[config.mk]
export PLATFORM = sky130hd
export DESIGN_NAME = preemptive_priority_scheduler_flat
export DESIGN_NICKNAME = d
export VERILOG_FILES = /design/src/rtl/pps_pkg.sv /design/src/rtl/pps_if.sv /design/src/rtl/preemptive_priority_scheduler.sv /design/src/rtl/pps_cell.sv /design/src/flat_wrapper.sv
export SDC_FILE = /design/constraint.sdc
export NUM_CORES = 2
export LEC_CHECK = 0
export ABC_AREA = 1
export ABC_CLOCK_PERIOD_IN_PS = 4450
export BUFFER_PORTS_ARGS = -buffer_cell sky130_fd_sc_hd__buf_4
export CORE_MARGIN = 2
export CORE_UTILIZATION = 40
export CTS_CLUSTER_SIZE = 14
export DETAILED_ROUTE_END_ITERATION = 8
export GPL_TIMING_DRIVEN = 0
export HOLD_SLACK_MARGIN = 0.03
export PLACE_DENSITY_LB_ADDON = 0.1
export SLEW_MARGIN = 20
export SYNTH_ARGS = -nofsm -noshare
export SYNTH_HDL_FRONTEND = slang
export SYNTH_SLANG_ARGS = --single-unit
[constraint.sdc]
create_clock -name clk_i -period 4.45 [get_ports clk_i]
set_clock_uncertainty 0.15 [all_clocks]
set_input_delay 0.445 -clock clk_i [delete_from_list [all_inputs] [get_ports clk_i]]
set_output_delay 0.445 -clock clk_i [all_outputs]
set_load 0.03 [all_outputs]
[src/rtl/pps_pkg.sv]
`timescale 1ns / 1ps

package pps_pkg;

  // Width of the slot field on the request channel.
  localparam int unsigned SLOT_W = 4;

  // Request kinds.
  localparam logic KIND_LOAD = 1'b0;
  localparam logic KIND_TICK = 1'b1;

endpackage

[src/rtl/pps_if.sv]
`timescale 1ns / 1ps

interface pps_in_if import pps_pkg::*; #(
  parameter int unsigned TIME_BITS = 16,
  parameter int unsigned PRIO_BITS = 8
) ();
  logic                 valid;
  logic                 ready;
  logic                 kind;
  logic [SLOT_W-1:0]    slot;
  logic [TIME_BITS-1:0] arrival_time;
  logic [TIME_BITS-1:0] burst_length;
  logic [PRIO_BITS-1:0] task_priority;

  modport source (
    output valid, kind, slot, arrival_time, burst_length, task_priority,
    input  ready
  );
  modport sink (
    input  valid, kind, slot, arrival_time, burst_length, task_priority,
    output ready
  );
endinterface

interface pps_out_if import pps_pkg::*; #(
  parameter int unsigned TIME_BITS = 16
) ();
  logic                 valid;
  logic                 ready;
  logic [TIME_BITS-1:0] tick_end_time;
  logic [SLOT_W-1:0]    running_slot;
  logic                 idle;
  logic                 finished;
  logic [TIME_BITS-1:0] turnaround;
  logic [TIME_BITS-1:0] waiting;
  logic                 all_done;

  modport source (
    output valid, tick_end_time, running_slot, idle, finished, turnaround, waiting,
           all_done,
    input  ready
  );
  modport sink (
    input  valid, tick_end_time, running_slot, idle, finished, turnaround, waiting,
           all_done,
    output ready
  );
endinterface

[src/rtl/preemptive_priority_scheduler.sv]
`timescale 1ns / 1ps

// Preemptive priority scheduler. A load request writes one task slot (arrival time, burst
// length, priority) and gives no result. A tick request sends a best-candidate token along
// the row of slot cells one cell per cycle, picking the ready task with the smallest priority
// value (lowest slot on a tie), then the chosen task is charged one unit, time advances by one
// (saturating), and the result is registered. One request is in flight at a time; a finished
// result may wait on the output while the next request is taken.
module preemptive_priority_scheduler import pps_pkg::*; #(
  parameter int unsigned NUM_SLOTS = 16,
  parameter int unsigned TIME_BITS = 16,
  parameter int unsigned PRIO_BITS = 8
) (
  input  logic       clk_i,
  input  logic       rst_ni,
  pps_in_if.sink     task_i,
  pps_out_if.source  res_o
);

  localparam int unsigned IDX_W = (NUM_SLOTS > 1) ? $clog2(NUM_SLOTS) : 1;

  typedef enum logic [1:0] {
    S_IDLE,
    S_SCAN,
    S_UPDATE,
    S_FINISH
  } state_e;

  state_e state_q;

  logic [TIME_BITS-1:0] time_q;
  logic                 found_q;
  logic [IDX_W-1:0]     idx_q;
  logic [TIME_BITS-1:0] arr_q;
  logic [TIME_BITS-1:0] burst_q;
  logic [TIME_BITS-1:0] rem_q;
  logic                 fin_q;
  logic [TIME_BITS-1:0] turn_q;

  logic                 res_valid_q;
  logic [TIME_BITS-1:0] res_time_q;
  logic [SLOT_W-1:0]    res_slot_q;
  logic                 res_idle_q;
  logic                 res_fin_q;
  logic [TIME_BITS-1:0] res_turn_q;
  logic [TIME_BITS-1:0] res_wait_q;
  logic                 res_done_q;

  logic                 accept;
  logic                 wr_en;
  logic                 dec_en;
  logic [TIME_BITS-1:0] time_inc;
  logic                 out_free;

  logic                 tok_vld   [NUM_SLOTS+1];
  logic                 tok_found [NUM_SLOTS+1];
  logic [PRIO_BITS-1:0] tok_prio  [NUM_SLOTS+1];
  logic [IDX_W-1:0]     tok_idx   [NUM_SLOTS+1];
  logic [TIME_BITS-1:0] tok_arr   [NUM_SLOTS+1];
  logic [TIME_BITS-1:0] tok_burst [NUM_SLOTS+1];
  logic [TIME_BITS-1:0] tok_rem   [NUM_SLOTS+1];
  logic [NUM_SLOTS-1:0] has_work;

  assign task_i.ready = (state_q == S_IDLE);
  assign accept       = task_i.valid && task_i.ready;
  assign wr_en        = accept && (task_i.kind == KIND_LOAD);
  assign dec_en       = (state_q == S_UPDATE) && found_q;
  assign time_inc     = (time_q == '1) ? time_q : time_q + 1'b1;
  assign out_free     = !res_valid_q || res_o.ready;

  assign tok_vld[0]   = accept && (task_i.kind == KIND_TICK);
  assign tok_found[0] = 1'b0;
  assign tok_prio[0]  = '0;
  assign tok_idx[0]   = '0;
  assign tok_arr[0]   = '0;
  assign tok_burst[0] = '0;
  assign tok_rem[0]   = '0;

  for (genvar g = 0; g < NUM_SLOTS; g++) begin : g_cell
    pps_cell #(
      .IDX       (g),
      .NUM_SLOTS (NUM_SLOTS),
      .TIME_BITS (TIME_BITS),
      .PRIO_BITS (PRIO_BITS)
    ) u_cell (
      .clk_i       (clk_i),
      .rst_ni      (rst_ni),
      .wr_en_i     (wr_en),
      .wr_slot_i   (task_i.slot),
      .wr_arr_i    (task_i.arrival_time),
      .wr_burst_i  (task_i.burst_length),
      .wr_prio_i   (task_i.task_priority),
      .dec_en_i    (dec_en),
      .dec_idx_i   (idx_q),
      .cur_time_i  (time_q),
      .tok_vld_i   (tok_vld[g]),
      .tok_found_i (tok_found[g]),
      .tok_prio_i  (tok_prio[g]),
      .tok_idx_i   (tok_idx[g]),
      .tok_arr_i   (tok_arr[g]),
      .tok_burst_i (tok_burst[g]),
      .tok_rem_i   (tok_rem[g]),
      .tok_vld_o   (tok_vld[g+1]),
      .tok_found_o (tok_found[g+1]),
      .tok_prio_o  (tok_prio[g+1]),
      .tok_idx_o   (tok_idx[g+1]),
      .tok_arr_o   (tok_arr[g+1]),
      .tok_burst_o (tok_burst[g+1]),
      .tok_rem_o   (tok_rem[g+1]),
      .has_work_o  (has_work[g])
    );
  end

  always_ff @(posedge clk_i or negedge rst_ni) begin
    if (!rst_ni) begin
      state_q     <= S_IDLE;
      time_q      <= '0;
      found_q     <= 1'b0;
      idx_q       <= '0;
      arr_q       <= '0;
      burst_q     <= '0;
      rem_q       <= '0;
      fin_q       <= 1'b0;
      turn_q      <= '0;
      res_valid_q <= 1'b0;
      res_time_q  <= '0;
      res_slot_q  <= '0;
      res_idle_q  <= 1'b0;
      res_fin_q   <= 1'b0;
      res_turn_q  <= '0;
      res_wait_q  <= '0;
      res_done_q  <= 1'b0;
    end else begin
      // In S_FINISH the output register is handled below.
      if (res_valid_q && res_o.ready && (state_q != S_FINISH)) begin
        res_valid_q <= 1'b0;
      end
      unique case (state_q)
        S_IDLE: begin
          if (tok_vld[0]) begin
            state_q <= S_SCAN;
          end
        end
        S_SCAN: begin
          if (tok_vld[NUM_SLOTS]) begin
            found_q <= tok_found[NUM_SLOTS];
            idx_q   <= tok_idx[NUM_SLOTS];
            arr_q   <= tok_arr[NUM_SLOTS];
            burst_q <= tok_burst[NUM_SLOTS];
            rem_q   <= tok_rem[NUM_SLOTS];
            state_q <= S_UPDATE;
          end
        end
        S_UPDATE: begin
          // The chosen cell is charged this cycle; time moves on even when idle.
          time_q  <= time_inc;
          fin_q   <= found_q && (rem_q == TIME_BITS'(1));
          turn_q  <= time_inc - arr_q;
          state_q <= S_FINISH;
        end
        S_FINISH: begin
          if (out_free) begin
            res_valid_q <= 1'b1;
            res_time_q  <= time_q;
            res_slot_q  <= found_q ? SLOT_W'(idx_q) : '0;
            res_idle_q  <= !found_q;
            res_fin_q   <= fin_q;
            res_turn_q  <= fin_q ? turn_q : '0;
            res_wait_q  <= (fin_q && (turn_q >= burst_q)) ? turn_q - burst_q : '0;
            res_done_q  <= ~|has_work;
            state_q     <= S_IDLE;
          end
        end
        default: begin
          state_q <= S_IDLE;
        end
      endcase
    end
  end

  assign res_o.valid         = res_valid_q;
  assign res_o.tick_end_time = res_time_q;
  assign res_o.running_slot  = res_slot_q;
  assign res_o.idle          = res_idle_q;
  assign res_o.finished      = res_fin_q;
  assign res_o.turnaround    = res_turn_q;
  assign res_o.waiting       = res_wait_q;
  assign res_o.all_done      = res_done_q;

endmodule

[src/rtl/pps_cell.sv]
`timescale 1ns / 1ps

module pps_cell import pps_pkg::*; #(
  parameter int unsigned IDX       = 0,
  parameter int unsigned NUM_SLOTS = 16,
  parameter int unsigned TIME_BITS = 16,
  parameter int unsigned PRIO_BITS = 8,
  localparam int unsigned IDX_W    = (NUM_SLOTS > 1) ? $clog2(NUM_SLOTS) : 1
) (
  input  logic                 clk_i,
  input  logic                 rst_ni,
  // Load broadcast.
  input  logic                 wr_en_i,
  input  logic [SLOT_W-1:0]    wr_slot_i,
  input  logic [TIME_BITS-1:0] wr_arr_i,
  input  logic [TIME_BITS-1:0] wr_burst_i,
  input  logic [PRIO_BITS-1:0] wr_prio_i,
  // Service broadcast.
  input  logic                 dec_en_i,
  input  logic [IDX_W-1:0]     dec_idx_i,
  input  logic [TIME_BITS-1:0] cur_time_i,
  // Best-candidate token from the previous cell.
  input  logic                 tok_vld_i,
  input  logic                 tok_found_i,
  input  logic [PRIO_BITS-1:0] tok_prio_i,
  input  logic [IDX_W-1:0]     tok_idx_i,
  input  logic [TIME_BITS-1:0] tok_arr_i,
  input  logic [TIME_BITS-1:0] tok_burst_i,
  input  logic [TIME_BITS-1:0] tok_rem_i,
  // Token to the next cell.
  output logic                 tok_vld_o,
  output logic                 tok_found_o,
  output logic [PRIO_BITS-1:0] tok_prio_o,
  output logic [IDX_W-1:0]     tok_idx_o,
  output logic [TIME_BITS-1:0] tok_arr_o,
  output logic [TIME_BITS-1:0] tok_burst_o,
  output logic [TIME_BITS-1:0] tok_rem_o,
  output logic                 has_work_o
);

  logic                 loaded_q;
  logic [TIME_BITS-1:0] arr_q;
  logic [TIME_BITS-1:0] burst_q;
  logic [TIME_BITS-1:0] rem_q;
  logic [PRIO_BITS-1:0] prio_q;

  logic                 tok_vld_q;
  logic                 tok_found_q;
  logic [PRIO_BITS-1:0] tok_prio_q;
  logic [IDX_W-1:0]     tok_idx_q;
  logic [TIME_BITS-1:0] tok_arr_q;
  logic [TIME_BITS-1:0] tok_burst_q;
  logic [TIME_BITS-1:0] tok_rem_q;

  logic wr_hit;
  logic dec_hit;
  logic eligible;
  logic take;

  assign wr_hit   = wr_en_i && (32'(wr_slot_i) == IDX);
  assign dec_hit  = dec_en_i && (dec_idx_i == IDX_W'(IDX));
  assign eligible = loaded_q && (rem_q != '0) && (arr_q <= cur_time_i);
  // Strict compare keeps an earlier slot on equal priority.
  assign take     = eligible && (!tok_found_i || (prio_q < tok_prio_i));

  assign has_work_o = loaded_q && (rem_q != '0);

  always_ff @(posedge clk_i or negedge rst_ni) begin
    if (!rst_ni) begin
      loaded_q  <= 1'b0;
      tok_vld_q <= 1'b0;
    end else begin
      tok_vld_q <= tok_vld_i;
      if (wr_hit) begin
        loaded_q <= 1'b1;
      end
    end
  end

  always_ff @(posedge clk_i) begin
    if (wr_hit) begin
      arr_q   <= wr_arr_i;
      burst_q <= wr_burst_i;
      rem_q   <= wr_burst_i;
      prio_q  <= wr_prio_i;
    end else if (dec_hit) begin
      rem_q <= rem_q - 1'b1;
    end

    if (take) begin
      tok_found_q <= 1'b1;
      tok_prio_q  <= prio_q;
      tok_idx_q   <= IDX_W'(IDX);
      tok_arr_q   <= arr_q;
      tok_burst_q <= burst_q;
      tok_rem_q   <= rem_q;
    end else begin
      tok_found_q <= tok_found_i;
      tok_prio_q  <= tok_prio_i;
      tok_idx_q   <= tok_idx_i;
      tok_arr_q   <= tok_arr_i;
      tok_burst_q <= tok_burst_i;
      tok_rem_q   <= tok_rem_i;
    end
  end

  assign tok_vld_o   = tok_vld_q;
  assign tok_found_o = tok_found_q;
  assign tok_prio_o  = tok_prio_q;
  assign tok_idx_o   = tok_idx_q;
  assign tok_arr_o   = tok_arr_q;
  assign tok_burst_o = tok_burst_q;
  assign tok_rem_o   = tok_rem_q;

endmodule
[src/flat_wrapper.sv]
// flat-port wrapper written by rule: the top's interface ports become plain ports
module preemptive_priority_scheduler_flat import pps_pkg::*;
#(
  parameter int unsigned NUM_SLOTS = 16,
  parameter int unsigned TIME_BITS = 16,
  parameter int unsigned PRIO_BITS = 8
)
  (clk_i, rst_ni, task_i_valid, task_i_kind, task_i_slot, task_i_arrival_time, task_i_burst_length, task_i_task_priority, task_i_ready, res_o_valid, res_o_tick_end_time, res_o_running_slot, res_o_idle, res_o_finished, res_o_turnaround, res_o_waiting, res_o_all_done, res_o_ready);
  pps_in_if #(.TIME_BITS(TIME_BITS), .PRIO_BITS(PRIO_BITS)) task_i_i ();
  pps_out_if #(.TIME_BITS(TIME_BITS)) res_o_i ();
  input  logic clk_i;
  input  logic rst_ni;
  input wire logic [$bits(task_i_i.valid)-1:0] task_i_valid;
  input wire logic [$bits(task_i_i.kind)-1:0] task_i_kind;
  input wire logic [$bits(task_i_i.slot)-1:0] task_i_slot;
  input wire logic [$bits(task_i_i.arrival_time)-1:0] task_i_arrival_time;
  input wire logic [$bits(task_i_i.burst_length)-1:0] task_i_burst_length;
  input wire logic [$bits(task_i_i.task_priority)-1:0] task_i_task_priority;
  output wire logic [$bits(task_i_i.ready)-1:0] task_i_ready;
  output wire logic [$bits(res_o_i.valid)-1:0] res_o_valid;
  output wire logic [$bits(res_o_i.tick_end_time)-1:0] res_o_tick_end_time;
  output wire logic [$bits(res_o_i.running_slot)-1:0] res_o_running_slot;
  output wire logic [$bits(res_o_i.idle)-1:0] res_o_idle;
  output wire logic [$bits(res_o_i.finished)-1:0] res_o_finished;
  output wire logic [$bits(res_o_i.turnaround)-1:0] res_o_turnaround;
  output wire logic [$bits(res_o_i.waiting)-1:0] res_o_waiting;
  output wire logic [$bits(res_o_i.all_done)-1:0] res_o_all_done;
  input wire logic [$bits(res_o_i.ready)-1:0] res_o_ready;
  assign task_i_i.valid = task_i_valid;
  assign task_i_i.kind = task_i_kind;
  assign task_i_i.slot = task_i_slot;
  assign task_i_i.arrival_time = task_i_arrival_time;
  assign task_i_i.burst_length = task_i_burst_length;
  assign task_i_i.task_priority = task_i_task_priority;
  assign task_i_ready = task_i_i.ready;
  assign res_o_valid = res_o_i.valid;
  assign res_o_tick_end_time = res_o_i.tick_end_time;
  assign res_o_running_slot = res_o_i.running_slot;
  assign res_o_idle = res_o_i.idle;
  assign res_o_finished = res_o_i.finished;
  assign res_o_turnaround = res_o_i.turnaround;
  assign res_o_waiting = res_o_i.waiting;
  assign res_o_all_done = res_o_i.all_done;
  assign res_o_i.ready = res_o_ready;
  preemptive_priority_scheduler #(.NUM_SLOTS(NUM_SLOTS), .TIME_BITS(TIME_BITS), .PRIO_BITS(PRIO_BITS)) u_core (.clk_i(clk_i), .rst_ni(rst_ni), .task_i(task_i_i), .res_o(res_o_i));
endmodule
==> flow_summary.toml <==
[status]
status = "completed"

[synth]
synth.area.top_cells = "edfxtp_1 (32%), dfxtp_1 (22%), nand2_1 (12%), nand4_1 (6.4%), ha_1 (6.1%)"
synth_edf_count = 896
seq_area_frac_synth = 0.5936
synth_warnings = 0
synth_nets = 9370
synth.distinct_cells = 47
synth_seq_cells = 2025
netlist_area_sq_mm = 0.08488
async_flop_share = 0.08691
yosys.area.top_type = "edfxtp_1"
synth_cells = 8906
synthFlopType = "dfxtp_1"
avgSynthCellArea_sq_um = 9.531
synth_top_area_frac = 0.3170

[setup_path]
crit_required_ns = 5.04
crit_top_cell = "nand2_1"
crit_path_max_incr_delay_ns = 0.78
cp_cell_sequence = "inv_1 -> ha_1 -> nand2_1 -> inv_1 -> o21ai_0 -> a21oi_1 -> nor2_1 -> nand2_1 -> nand2_1 -> nand3_1 -> clkbuf_1 -> nand2_1 -> nand2_1"
crit_slowest_cell = "inv_1"
cp.arrival_ns = 4.67
crit_path_start_kind = "flip-flop"
critPathMaxFanout = 18
crit_type = "reg -> reg"
endpoint_kind = "flip-flop"

[global_route]
grt_max_degree = 88
grt_pass1_wl_um = 356000
grt_overflow = 0
antenna_found_initial = 9
grtUsageTotal = 0.2162
grt_pass1_vias = 60350

[floorplanning]
pin_count = 106
start_util = 0.4014
rows = 169
die-height_um = 464.7
core_area_sq_mm = 0.2115
die-area_sq_mm = 0.2159
die_w_um = 464.7

[timing]
fmax_ghz = 0.2455
maxSlewHeadroom = 0.2262
finalWorstSetupSlack_ns = 0.3770
worst_pin_slew_ns = 1.161
maxSlewViolCount = 0
finalCritPeriodShare = 0.9153
period_needed_ns = 4.073
hold_viol = 0
setup_viol = 0
rsz0062_at_grt = "no"

[layout]
areaGrowthSynthToFinish_pct = 14.71
fin_util = 0.4605
stdcell_count = 12310
design_area_sq_mm = 0.09736
layout_common_cells = "nand2_1 (2,636), dfxtp_1 (953), edfxtp_1 (896), nand4_1 (873), inv_1 (657)"
layout_commonest_cell = "nand2_1"
nFillCells = 20130
drive_gt1_frac = 0.07717
final_net_count = 9757
seq_area_sq_mm = 0.05039
multi_input_area_sq_mm = 0.03010

[placement]
hpwlAfterDp_um = 181500
dp_slack_ns = -0.002820
placed_area_sq_mm = 0.08959
port_buffers = 105
gp_congestion = 0.9353
place_inst = 11850

[cts]
h-tree-depth = 4
cts_buffers = 212
cts_max_path_buffers = 3
tritoncts = "done"
clk_latency_ns = 0.86
clock-sinks = 2025
clk_pin_slew_ns = 0.06
cts_root_buf = "clkbuf_16"

[detailed_routing]
drt-vias-per-instance = 4.947
num_vias = 60880
routed_wl_um = 237100
dr.pass1.iters = 6
dr.first_iter.drc_count = 3861
ant_nets = 0
drc = 0
avgRoutedWirePerCell_um = 19.26

[power]
p_leak_nw = 42.13
vdd_ir_drop_max_mv = 0.4652
p_per_area_mw_per_mm2 = 548.8

[min_path]
hold_path_class = "in -> reg"

[run]
drv_cap = 0
-- power by group --
group | internal [mW] | leakage (nW) | total (mW) | switching (mW)
Clock | 10.6 | 3.58 | 18.0 | 7.39
Sequential | 22.9 | 18.3 | 24.1 | 1.27
Combinational | 3.42 | 20.3 | 11.3 | 7.85
Total | 36.9 | 42.1 | 53.4 | 16.5
-- registers in the layout (all words and copies together), names as in the netlist, 16 cells and up --
signal / flops
u_core.g_cell.u_cell.arr_q: 256
u_core.g_cell.u_cell.burst_q: 256
u_core.g_cell.u_cell.rem_q: 256
u_core.g_cell.u_cell.tok_arr_o: 256
u_core.g_cell.u_cell.tok_burst_o: 256
u_core.g_cell.u_cell.tok_rem_o: 256
u_core.g_cell.u_cell.prio_q: 128
u_core.g_cell.u_cell.tok_prio_o: 120
u_core.g_cell.u_cell.tok_idx_o: 49
u_core.arr_q: 16
u_core.burst_q: 16
u_core.g_cell.u_cell.loaded_q: 16
u_core.g_cell.u_cell.tok_found_o: 16
u_core.g_cell.u_cell.tok_vld_o: 16
u_core.rem_q: 16
u_core.res_o.tick_end_time: 16
u_core.res_o.turnaround: 16
u_core.res_o.waiting: 16
u_core.time_q: 16
u_core.turn_q: 16
-- critical path, delay by kind of cell (launching register included) --
| family | cells | cell delay, ns |
|---|---|---|
| compound gates | 2 | 0.23 |
| fa+ha+maj | 1 | 0.41 |
| buf+inv | 3 | 1.33 |
| flops | 1 | 0.41 |
| simple gates | 7 | 1.36 |
-- metal layers --
layer / track usage / vias to the layer above / part of all wire
li1: - / 31060 / -
met1: 0.2659 / 27980 / 0.43
met2: 0.3754 / 1383 / 0.48
met3: 0.02795 / 454 / 0.040
met4: 0.1008 / 2 / 0.050
met5: 0 / - / 0.000038
-- cell usage after synthesis (all sizes together), types with 11 or more instances --
| master | count |
|---|---|
| nand2 | 2636 |
| dfxtp | 953 |
| edfxtp | 896 |
| nand4 | 873 |
| inv | 676 |
| nor2 | 577 |
| ha | 413 |
| o21ai | 406 |
| a21oi | 266 |
| buf | 247 |
| clkbuf | 197 |
| nand3 | 181 |
| dfrtp | 176 |
| xor2 | 72 |
| nor3 | 62 |
| a31oi | 58 |
| or2 | 42 |
| xnor2 | 42 |
| o21a | 31 |
| o21bai | 19 |
| mux2 | 18 |
| nor4 | 16 |
| a22o | 11 |
-- cell families (layout without fill, tap and decap cells) --
group,after synthesis,in the layout,share of synthesized area
XOR/XNOR,114,114,0.01176
buffers and inverters,1123,1702,0.05233
AND/OR/NAND/NOR,4396,4396,0.2269
multiplexers,18,18,0.002388
AO/OA/AOI/OAI,815,815,0.05159
other,0,1,0
flip-flops,2025,2025,0.5936
adder cells (fa/ha/maj),415,415,0.06135
-- worst paths after layout --
path / startpoint / endpoint / slack [ns] / cells past startpoint
worst max-delay path: u_core.time_q[9] / u_core.g_cell[8].u_cell.tok_rem_o[5] / 0.38 / 13
worst min-delay path: task_i_slot[2] / u_core.g_cell[13].u_cell.rem_q[9] / 0.09 / 4
worst max register to register: u_core.time_q[9] / u_core.g_cell[8].u_cell.tok_rem_o[5] / 0.38 / 13
worst min register to register: u_core.g_cell[11].u_cell.tok_vld_o / u_core.g_cell[12].u_cell.tok_vld_o / 0.20 / 0
max in group asynchronous: rst_ni / u_core.g_cell[4].u_cell.loaded_q / 2.86 / 5
min in group asynchronous: rst_ni / u_core.res_o.tick_end_time[9] / 0.58 / 4
-- metrics by stage --
stage	hold WS (ns)	total power, mW	setup TNS (ns)
after floorplan	-0.0005911	31.61	0
after global routing	0.07201	56.47	0
after CTS	0.03854	54.04	0
after detailed placement	0.1847	35.85	-0.002820
final	0.09010	53.43	0
after global placement	0.1838	35.55	-12.79
-- what timing repair did --
item,in CTS,in global routing
endpoints found under the hold margin,793,0
gates resized for setup,1,2
buffers inserted,0,0
hold buffers,47,0
endpoints found under the setup margin,5,60
-- area by class of cell --
class                           count  area share
Tap cell                         2821     0.03625
Timing Repair Buffer              173     0.01660
Clock inverter                     84    0.009600
Antenna cell                        1  0.00002570
Multi-Input combinational cell   5758      0.3091
Inverter                          679     0.02629
Sequential cell                  2025      0.5175
Clock buffer                      322     0.06487
Buffer                            444     0.01971
Power figures use the tool's default switching activity.
